<file path="src/hdl/mpc2_pkg.sv">
// mpc2_pkg: shared types and constants for the matched point chi2 core
// no dependencies
`default_nettype none
package mpc2_pkg;

    localparam logic [1:0] ACT_LOAD_A  = 2'd0;
    localparam logic [1:0] ACT_LOAD_B  = 2'd1;
    localparam logic [1:0] ACT_COMPUTE = 2'd2;

    localparam int SUM_W = 48;
    localparam logic [SUM_W-1:0] SUM_MAX = {SUM_W{1'b1}};

    typedef struct packed {
        logic [1:0]         action;
        logic signed [31:0] x_value;
        logic signed [15:0] y_value;
        logic signed [15:0] y_error;
    } in_word_t;

    typedef struct packed {
        logic [47:0] chi2_per_dof;
        logic [16:0] match_count;
        logic        points_dropped;
        logic        sum_saturated;
    } out_word_t;

    // start request to the divider
    typedef struct packed {
        logic        start;
        logic [63:0] dividend;
        logic [33:0] divisor;
    } div_req_t;

    typedef struct packed {
        logic        done;
        logic [63:0] quotient;
    } div_rsp_t;

endpackage
`default_nettype wire

</file>
<file path="src/hdl/mpc2_div.sv">
// mpc2_div: radix-2 restoring divider, one quotient bit per cycle
// depends on mpc2_pkg
`default_nettype none
module mpc2_div (
    input  wire logic              clk,
    input  wire logic              rst_n,
    input  wire mpc2_pkg::div_req_t req,
    output mpc2_pkg::div_rsp_t     rsp
);
    logic        busy_reg, busy_next;
    logic [6:0]  cnt_reg, cnt_next;
    logic [63:0] quo_reg, quo_next;
    logic [33:0] rem_reg, rem_next;
    logic [33:0] dvs_reg, dvs_next;
    logic        done_reg, done_next;
    logic [34:0] trial;

    always_comb
    begin
        busy_next = busy_reg;
        cnt_next  = cnt_reg;
        quo_next  = quo_reg;
        rem_next  = rem_reg;
        dvs_next  = dvs_reg;
        done_next = 1'b0;
        trial     = {rem_reg, quo_reg[63]} - {1'b0, dvs_reg};
        if (req.start)
        begin
            busy_next = 1'b1;
            cnt_next  = 7'd0;
            quo_next  = req.dividend;
            rem_next  = '0;
            dvs_next  = req.divisor;
        end
        else if (busy_reg)
        begin
            if (!trial[34])
            begin
                rem_next = trial[33:0];
                quo_next = {quo_reg[62:0], 1'b1};
            end
            else
            begin
                rem_next = {rem_reg[32:0], quo_reg[63]};
                quo_next = {quo_reg[62:0], 1'b0};
            end
            cnt_next = cnt_reg + 7'd1;
            if (cnt_reg == 7'd63)
            begin
                busy_next = 1'b0;
                done_next = 1'b1;
            end
        end
    end

    always_ff @(posedge clk or negedge rst_n)
    begin
        if (!rst_n)
        begin
            busy_reg <= 1'b0;
            done_reg <= 1'b0;
            cnt_reg  <= '0;
        end
        else
        begin
            busy_reg <= busy_next;
            done_reg <= done_next;
            cnt_reg  <= cnt_next;
        end
    end

    always_ff @(posedge clk)
    begin
        quo_reg <= quo_next;
        rem_reg <= rem_next;
        dvs_reg <= dvs_next;
    end

    assign rsp.done     = done_reg;
    assign rsp.quotient = quo_reg;
endmodule
`default_nettype wire

</file>
<file path="config.mk">
export PLATFORM = sky130hd
export DESIGN_NAME = mpc2_div
export DESIGN_NICKNAME = d
export VERILOG_FILES = /design/src/hdl/mpc2_pkg.sv /design/src/hdl/mpc2_div.sv
export SDC_FILE = /design/constraint.sdc
export NUM_CORES = 1
export LEC_CHECK = 0
export ABC_AREA = 1
export BUFFER_PORTS_ARGS = -buffer_cell sky130_fd_sc_hd__buf_2
export CORE_MARGIN = 2
export CORE_UTILIZATION = 46
export DETAILED_ROUTE_END_ITERATION = 7
export HOLD_SLACK_MARGIN = 0.06
export MAX_ROUTING_LAYER = met4
export PLACE_DENSITY = 0.68
export SLEW_MARGIN = 20
export SYNTH_ARGS = -nofsm -noshare
export SYNTH_HDL_FRONTEND = slang
export SYNTH_SLANG_ARGS = --single-unit
</file>
<file path="constraint.sdc">
create_clock -name clk -period 3.1 [get_ports clk]
set_input_delay 0.62 -clock clk [delete_from_list [all_inputs] [get_ports clk]]
set_output_delay 0.62 -clock clk [all_outputs]
set_load 0.02 [all_outputs]
</file>
# Word-level counts from Yosys, hierarchy flattened
# Index checks and enable logic that the tools add are counted.
[word_totals]
word_cells = 22
ram_bits = 0
ff_bits = 141
latch_bits = 0
mem_bits_ro = 0
mem_count = 0
out_inout_bits = 65
inputBits = 101
[classes]
n_shift = 0
bitwise_logic = 0
mul = 0
reduce_logical = 1
eq_ne = 1
n_div = 0
order_cmp = 0
mux = 12
n_addsub = 2
[op_table]
columns = ["cell", "count"]
rows = [
  ["$mux 64", 2],
  ["$sub 35x34->35", 1],
  ["$mux 34", 1],
  ["$mux 7", 2],
  ["$add 7x1->7 const B", 1],
  ["$eq 7x6->1 const B", 1],
  ["$mux 1", 7],
  ["$reduce_bool 2->1", 1],
]

# Longest topological paths before layout
[depth]
ltp_word = 4
ltp_mapped = 18
depth_no_buf = 18

# Worst setup path after synthesis
# No wires, ideal clock.
[synth_timing]
path_kind = "input -> register"
startpoint = "input req[98] in the netlist's numbering"
endpoint = "register quo_reg[0], enable pin"
path_stages = 4
slack_ps = 193
arrival_time_ps = 2489
setup_ps = 418
cell_sequence = "clkbuf_1 -> nor2_1 -> clkbuf_1 -> inv_1"
[synth_between]
elab_chain_len = 1
[synth_rtl]
columns = ["element", "line_no", "text"]
rows = [
  ["from (decl)", "mpc2_div.sv:7", "input wire mpc2_pkg::div_req_t req,"],
  ["$reduce_bool 2->1 (no source line)", "-", ""],
  ["to (signal assigned)", "mpc2_div.sv:74", "quo_reg <= quo_next;"],
  ["to (decl)", "mpc2_div.sv:12", "logic [63:0] quo_reg, quo_next;"],
]
# Every way passes these cells.
# A chain may end at the register's enable or synchronous reset.

# Worst setup path after layout
[layout_timing]
startpoint = "register quo_reg[63]"
endpoint = "register rem_reg[10]"
[layout_between]
elab_chain_len = 2
[layout_rtl]
columns = ["element", "line_no", "text"]
rows = [
  ["$sub 35x34->35", "mpc2_div.sv:26", "trial = {rem_reg, quo_reg[63]} - {1'b0, dvs_reg};"],
  ["$mux 34", "mpc2_div.sv:37", "if (!trial[34])"],
  ["to (signal assigned)", "mpc2_div.sv:75", "rem_reg <= rem_next;"],
  ["to (decl)", "mpc2_div.sv:13", "logic [33:0] rem_reg, rem_next;"],
]
# Every way passes these cells.

==> qor_table.md <==
| Result | This run |
| --- | --- |
| Data arrival time of the critical path | 2.87 ns |
| Worst Hold Class | in -> reg |
| # IOs | 166 |
| Flip-flop count of the largest register after layout | 64 |
| Number of synthesized register bits | 141 |
| Period utilisation layout | 0.822 |
| Peak ir drop on the vdd network | 0.444 mV |
| X dimension of the die | 139 µm |
| Net Count, Synth | 1291 |
| Cell area after synthesis | 8440 µm² |
| Row cnt | 49 |
| Clock insertion delay at the later pin of the skew report | 0.43 ns |
| Status | completed |
| P per Cell Area | 714 nW/µm² |
| Maximum frequency from static timing analysis | 393 MHz |
| Number of remaining DRC errors | 0 |
| Synthesis warning total | 0 |
| Detailed-route via count | 7538 |
| Compound-cell area share of the yosys netlist | 0.0442 |
| Setup repair bufs after CTS | 0 |
| Total negative slack for setup checks | 0 ns |
| Root Driver | clkbuf_16 |
| Initial core utilization | 0.470 |
| Post-synthesis area per instance | 7.31 µm² |
| Largest net degree at the start of global routing | 64 |
| Pre-CTS worst setup slack | 0.524 ns |
| Mean number of vias per cell | 4.83 |
| Final Hold Violating Endpoints | 0 |
| Die H | 139 µm |
| Type of the worst setup path | reg -> reg |
| Worst Setup Start Kind | flip-flop |
| RSZ-0062 raised after global routing | false |
| Number of global-route vias before repair | 7184 |
| Post-layout instance area | 10000 µm² |
| Nets | 1455 |
| Period minus WS final | 2.55 ns |
| Number of buffers created by CTS | 17 |
| RD Place Congestion | 0.929 |
| TritonCTS clock tree | built |
| Cell depth of the worst flop-to-flop path | 14 |
| Filler cell count in the final layout | 1734 |
| Sinks on the clock net | 141 |
| Post-detailed-routing wire length | 21600 µm |
| Post-route worst setup slack | 0.552 ns |
| Minimum hold slack | 0.362 ns |
| Average routed wire per standard cell | 13.8 µm |
| Number of optimization iterations in the first detailed-route pass | 5 |
| Count of cell types in the netlist | 36 |
| Share of the synthesized netlist area taken by xor and xnor gates | 0.0208 |
| Area after DPL | 9460 µm² |
| Estimated wirelength of the detail-placed design | 16200 µm |
| Final max-slew violation count | 0 |
| Post-detailed-route count of antenna-violating nets | 0 |
| Static leakage | 0.00553 µW |
| Remaining global-route overflow | 0 |
| Clock Skews | 0.0119 ns |
| Endpoint type of the worst setup path | flip-flop |
| Post-Synth Simple-Gate Area | 0.323 |
| Maximum fanout along the worst path | 33 |
| H-tree lvl count | 4 |
| Fraction of layout cells with a size suffix above 1 | 0.174 |
| Area growth, synth to finish | 19.1% |
| Number of placed cells counting well taps | 1527 |
| Slew @ Worst Pin | 0.707 ns |
| Initial antenna violation count | 0 |
| Tightest slew margin relative to the limit | 0.528 |
| Multiplexer share of the synthesized area | 0 |
| Max capacitance violation total | 0 |
| Clock input transition at the sequential cells of the worst setup and hold paths | 0.06 ns |
| Longest Clk Path Bufs | 2 |
| Global-route wire length before repair | 35500 µm |
| Placeable Area | 18000 µm² |
| Number of instances on the worst hold path | 1 |
| Cell count after synthesis | 1154 |
| Crit path required time | 3.42 ns |
| Die area | 19400 µm² |
| Sequential cell area fraction in the yosys report | 0.456 |
| Number of I/O port buffers | 165 |
| Global routing usage summed across all routing layers | 0.235 |
| Number of DRC markers after the initial detailed-route iteration | 516 |
| Adder-cell share of the synthesized area | 0.0543 |
| Number of non-filler instances in the completed layout | 1561 |
| Number of setup violations in the final report | 0 |
| Combinational family with the most area after synthesis | simple AND/OR/NAND/NOR gates |
-- per-stage QoR --
step                total power (µW)   util
floorplan                       4550      -
global placement                5130  0.527
detailed placement              5160  0.527
CTS                             7210  0.559
global route                    7710  0.559
finish                          7170  0.559
-- final timing paths --
check	end	start	slack, ns
setup / recovery	rem_reg[10]	quo_reg[63]	0.55
hold / removal	dvs_reg[2]	req[2]	0.36
max in group asynchronous	busy_reg	rst_n	2.32
hold reg to reg	rem_reg[5]	rem_reg[5]	0.47
min in group asynchronous	cnt_reg[3]	rst_n	0.60
setup reg to reg	rem_reg[10]	quo_reg[63]	0.55
-- Yosys cell counts --
library cell	n	area share
a211oi_1	1	0.00089
a21oi_1	34	0.020
a21oi_2	2	0.0021
a22o_1	1	0.0010
a31oi_1	1	0.00074
and2_1	1	0.00074
and3_1	2	0.0015
buf_2	3	0.0018
buf_4	1	0.00089
buf_6	5	0.0067
buf_8	1	0.0018
clkbuf_1	18	0.0080
dfrtp_1	9	0.027
dfxtp_1	34	0.081
edfxtp_1	98	0.35
fa_1	1	0.0024
ha_1	35	0.052
inv_1	186	0.083
inv_2	1	0.00044
nand2_1	505	0.22
nand2_2	16	0.012
nand2_4	2	0.0027
nand3_1	62	0.037
nand3_2	1	0.0012
nand3b_1	3	0.0027
nand4_1	8	0.0059
nor2_1	61	0.027
nor2_2	1	0.00074
nor3_1	9	0.0053
nor4_1	2	0.0015
o211ai_1	1	0.00089
o21ai_0	23	0.014
o21ai_1	2	0.0012
o21bai_1	4	0.0036
xnor2_1	14	0.015
xor2_1	6	0.0062
-- repair_timing --
item	CTS	global route
hold buffers	1	0
resized for setup	0	0
hold endpoints to repair	9	0
endpoints found under the setup margin	0	0
-- kinds of logic after synthesis --
logic type	after synthesis
adder cells (fa/ha/maj)	36
XOR/XNOR	20
flip-flops	141
buffers and inverters	215
AND/OR/NAND/NOR	673
AO/OA/AOI/OAI	69
-- layout by cell type, fill, tap and decap left out, types with 16 or more instances in the layout --
cell type | synthesis | layout
ha_1 | 35 | 35
clkbuf_16 | 0 | 17
inv_1 | 186 | 184
nor2_1 | 61 | 59
nand3_1 | 62 | 62
nand2_1 | 505 | 505
dfxtp_1 | 34 | 34
o21ai_0 | 23 | 23
buf_2 | 3 | 164
edfxtp_1 | 98 | 98
nand2_2 | 16 | 16
a21oi_1 | 34 | 34
-- critical path, cell delays in order, from the launching register on --
cell and delay (ns):
edfxtp_1 0.38, inv_1 0.09, ha_1 0.17, inv_1 0.09
fa_1 0.45, nand3_1 0.14, nand3_2 0.12, nand2_2 0.08
nand2_2 0.06, nand2_2 0.08, nand3_1 0.13, nand2_4 0.38
nand2_1 0.12, nand3_1 0.09, nand2_1 0.05
-- metal layers --
metal | wire length [µm] | up-vias | track usage
met5 | 0 | - | -
met4 | 191 | 0 | 0.0532
met3 | 1350 | 18 | 0.0465
met2 | 10100 | 220 | 0.371
met1 | 9960 | 3383 | 0.315
li1 | - | 3917 | -
-- cell type report --
type                    count  area, µm²  area share
clock buffers              17        425      0.0423
clock inverters            15        148      0.0147
flip-flops and latches    141       3850       0.383
repair buffers            173        903      0.0899
well taps                 229        287      0.0285
inverters                 187        702      0.0698
multi-input cells         798       3730       0.372
diodes                      1       2.50    0.000249
-- where the power goes --
part | internal [µW] | switching, µW | leakage (µW)
clock | 1130 | 899 | 0.000280
sequential | 2300 | 187 | 0.00143
combinational | 904 | 1750 | 0.00382
Power figures use the tool's default switching activity.
